==> config.mk <==
export PLATFORM = sky130hd
export DESIGN_NAME = bmhq_cmp
export DESIGN_NICKNAME = d
export VERILOG_FILES = /design/src/bmhq_pkg.sv /design/src/bmhq_cmp.sv
export SDC_FILE = /design/constraint.sdc
export NUM_CORES = 1
export LEC_CHECK = 0
export BUFFER_PORTS_ARGS = -buffer_cell sky130_fd_sc_hd__buf_4
export CAP_MARGIN = 20
export CORE_MARGIN = 2
export CORE_UTILIZATION = 42
export DETAILED_ROUTE_END_ITERATION = 10
export PLACE_DENSITY_LB_ADDON = 0.3
export SYNTH_ARGS = -nofsm -noshare
export SYNTH_HDL_FRONTEND = slang
export SYNTH_SLANG_ARGS = --single-unit
==> constraint.sdc <==
create_clock -name vclk -period 2.7
set_input_delay 0.405 -clock vclk [all_inputs]
set_output_delay 0.405 -clock vclk [all_outputs]
set_load 0.05 [all_outputs]
==> src/bmhq_pkg.sv <==
// Shared widths, codes and defaults of the binary min-heap queue.
package bmhq_pkg;

  localparam int KEY_W        = 64;
  localparam int OP_W         = 2;
  localparam int STATUS_W     = 2;
  localparam int COUNT_W      = 11;
  localparam int DEF_CAPACITY = 1024;

  localparam int IN_DATA_W  = 64;
  localparam int OUT_DATA_W = 80;
  localparam int OUT_PAD_W  = OUT_DATA_W - KEY_W - COUNT_W;

  // Operation codes; the unused code behaves as a read.
  localparam logic [OP_W-1:0] OP_INSERT = 2'd0;
  localparam logic [OP_W-1:0] OP_DELETE = 2'd1;
  localparam logic [OP_W-1:0] OP_READ   = 2'd2;

  // Result status codes.
  localparam logic [STATUS_W-1:0] ST_OK    = 2'd0;
  localparam logic [STATUS_W-1:0] ST_EMPTY = 2'd1;
  localparam logic [STATUS_W-1:0] ST_FULL  = 2'd2;

endpackage

==> src/bmhq_cmp.sv <==
// Shared signed key comparator used by the sift-up and sift-down compare steps.
module bmhq_cmp (
  input  logic signed [bmhq_pkg::KEY_W-1:0] a,
  input  logic signed [bmhq_pkg::KEY_W-1:0] b,
  output logic                              less
);

  // Flag a strictly below b
  assign less = (a < b);

endmodule

==> results by group <==
Routing
  – Post-Route WL: approximately 5200 um
  – Post-DRT Antenna Nets: 0
  – DR iter-0 viols: 37
  – Avg Vias per Cell: 4.96
  – Remaining DRCs: 0
  – Drt wl/cell: 12.4 um
  – DR vias: 2,060
  – DR pass1 iterations: 4

Floorplanning
  – Die height: roughly 66 um
  – Initial core utilization: 43.5%
  – Overall die width: 65.6 um
  – Core ar.: around 0.0037 mm^2
  – Area of the die: 0.00430 mm^2
  – IO Pins: 129
  – FP Rows: 22

Synth
  – Top-count cell post-synth: inv_1
  – Mapped Area: roughly 0.0016 mm^2
  – Synthesized net count: 421
  – Synth top cells by count: inv_1, ha_1, a21oi_1, nand2_1, o21ai_0
  – Cells after Synth: 230
  – Top post-synthesis cells by area: ha_1, inv_1, a21oi_1, nand2_1, o21ai_0
  – Post-synthesis sequential area ratio: 0%
  – Syn Area/Cell: just under 7 um^2
  – Cell taking the most area after synthesis: ha_1
  – Top cell type's share of synthesized area: around 50%
  – Synth unique cells: 27
  – Yosys warnings: 0

Final layout
  – N_diodes: 0
  – Share of layout cells above drive strength 1: roughly 45%
  – Final Non-Filler Cells: around 420
  – CLK BUF: 0
  – Area grow syn2layout: 81.6%
  – Register area: 0 um^2
  – Post-Layout Inst Area: 0.00289 mm^2
  – Fin nets: 560
  – # fillers: between 200 and 300
  – Sequential cells: 0

Timing
  – TNS Setup: -0.0243 ns
  – Worst setup margin: -0.0243 ns
  – Hold Slack: approximately 1.4 ns
  – Tmin final: around 2.7 ns
  – Setup-failing EPs final: 1
  – Fin. max-slew vios: 0
  – Fmax: 367 MHz
  – Crit share post-route: 101%
  – RSZ-0062 raised after global routing: yes
  – Fin. Hold Viols: 0
  – Slew headroom: about four fifths
  – Worst Tran Pin Value: 0.314 ns

Outcome
  – Failing checks: negative setup slack
  – Status: finished, violations left

Critical path
  – Crit start category: primary input
  – Worst EP arrival: about 2.3 ns
  – Endpoint class of the critical path: output pin
  – WP data required: between 2 and 2.5 ns
  – Max FO, Critical Path: 2
  – Setup CP Type: primary input to output pin

Placed design
  – DP Cell Count: 415
  – Placed Area: roughly 0.0027 mm^2
  – Final Wtd Congestion: approximately 0.72
  – Number of buffers added on ports: approximately 130
  – Post-DP HPWL: roughly 4300 um

Power and ir drop
  – Pwr Density: approximately 150 mW/mm^2
  – Worst vdd ir: just under 0.00008 V
  – Leak Pwr: 1.70 nW
  – Design Power: 0.432 mW

Min path
  – WHS Path Cells: 5
  – Worst Hold Class: primary input to output pin

Clocking
  – Post CTS Setup Buffer Count: 0

Global routing
  – Initial antenna violation count: 0
  – Largest net degree at the start of global routing: 4
  – Grt ovf: 0
  – Vias in the first global route: 2,049
  – Total GRT Usage: between 20% and 30%
  – First-pass GRT wire length: between 8000 and 9000 um

Job
  – Max Cap Violations: 0
[timing repair]
| item | 4_1_cts | 5_1_grt |
|---|---|---|
| endpoints found under the setup margin | 1 | 1 |
| hold buffers | 0 | 0 |
| gates resized for setup | 27 | 4 |
| pin swaps | 15 | 9 |
[cell families (layout without fill, tap and decap cells)]
logic type	count (synthesis)	in the layout	share of synthesized area (%)
xor gates and xnor gates	1	1	0.550
buffers and inverters	67	204	15.8
AOI/OAI and AO/OA	53	53	19.3
and+or+nand+nor	46	46	14.9
adders and majority gates	63	63	49.5
[report_power, final]
part	internal, mW	leakage (nW)	switching (mW)
Sequential	0	0	0
Combinational	0.251	1.70	0.181
Clock	0	0	0
Total	0.251	1.70	0.181
[cell usage in the layout (no fill, tap or decap), drive strengths merged, types with 3 or more instances in the layout]
master and instances:
nand2 20, a21oi 25, inv 67, a211oi 5, buf 137, and4 3, o21ai 14, nand4 7
nor2 5, ha 63
[worst paths after layout]
check                 start   end  slack [ns]
worst max-delay path  b[13]  less       -0.02
worst min-delay path  a[63]  less        1.39
[layout make-up]
cell class                      count  area (um^2)  share of cell area [%]
Inverter                           67          251                    8.69
Multi-Input combinational cell    163         1540                    53.0
Tap cell                           48         60.1                    2.08
Timing Repair Buffer              137         1050                    36.2
[routing by layer]
metal,global-route usage (%),part of all wire [%]
met5,0,0
met4,3.39,0.85
met1,22.4,35
met2,49.5,56
met3,4.28,8.1
[through the flow]
| stage | setup slack (ns) | util, % |
|---|---|---|
| floorplan | 0.0615 | - |
| finish | -0.0243 | 79.0 |
| detailed placement | -0.126 | 73.8 |
| global placement | -0.125 | 73.8 |
| global route | -0.0937 | 79.0 |
| CTS | -0.0236 | 78.3 |
[critical path: stages]
cell      delay, ns
buf_4          0.08
inv_2          0.04
ha_4           0.25
nand4_1        0.10
or4_1          0.53
o211ai_1       0.23
a211oi_2       0.14
o21ai_4        0.21
xor2_4         0.15
buf_6          0.17
No activity file was read; power rests on OpenSTA's default activity.
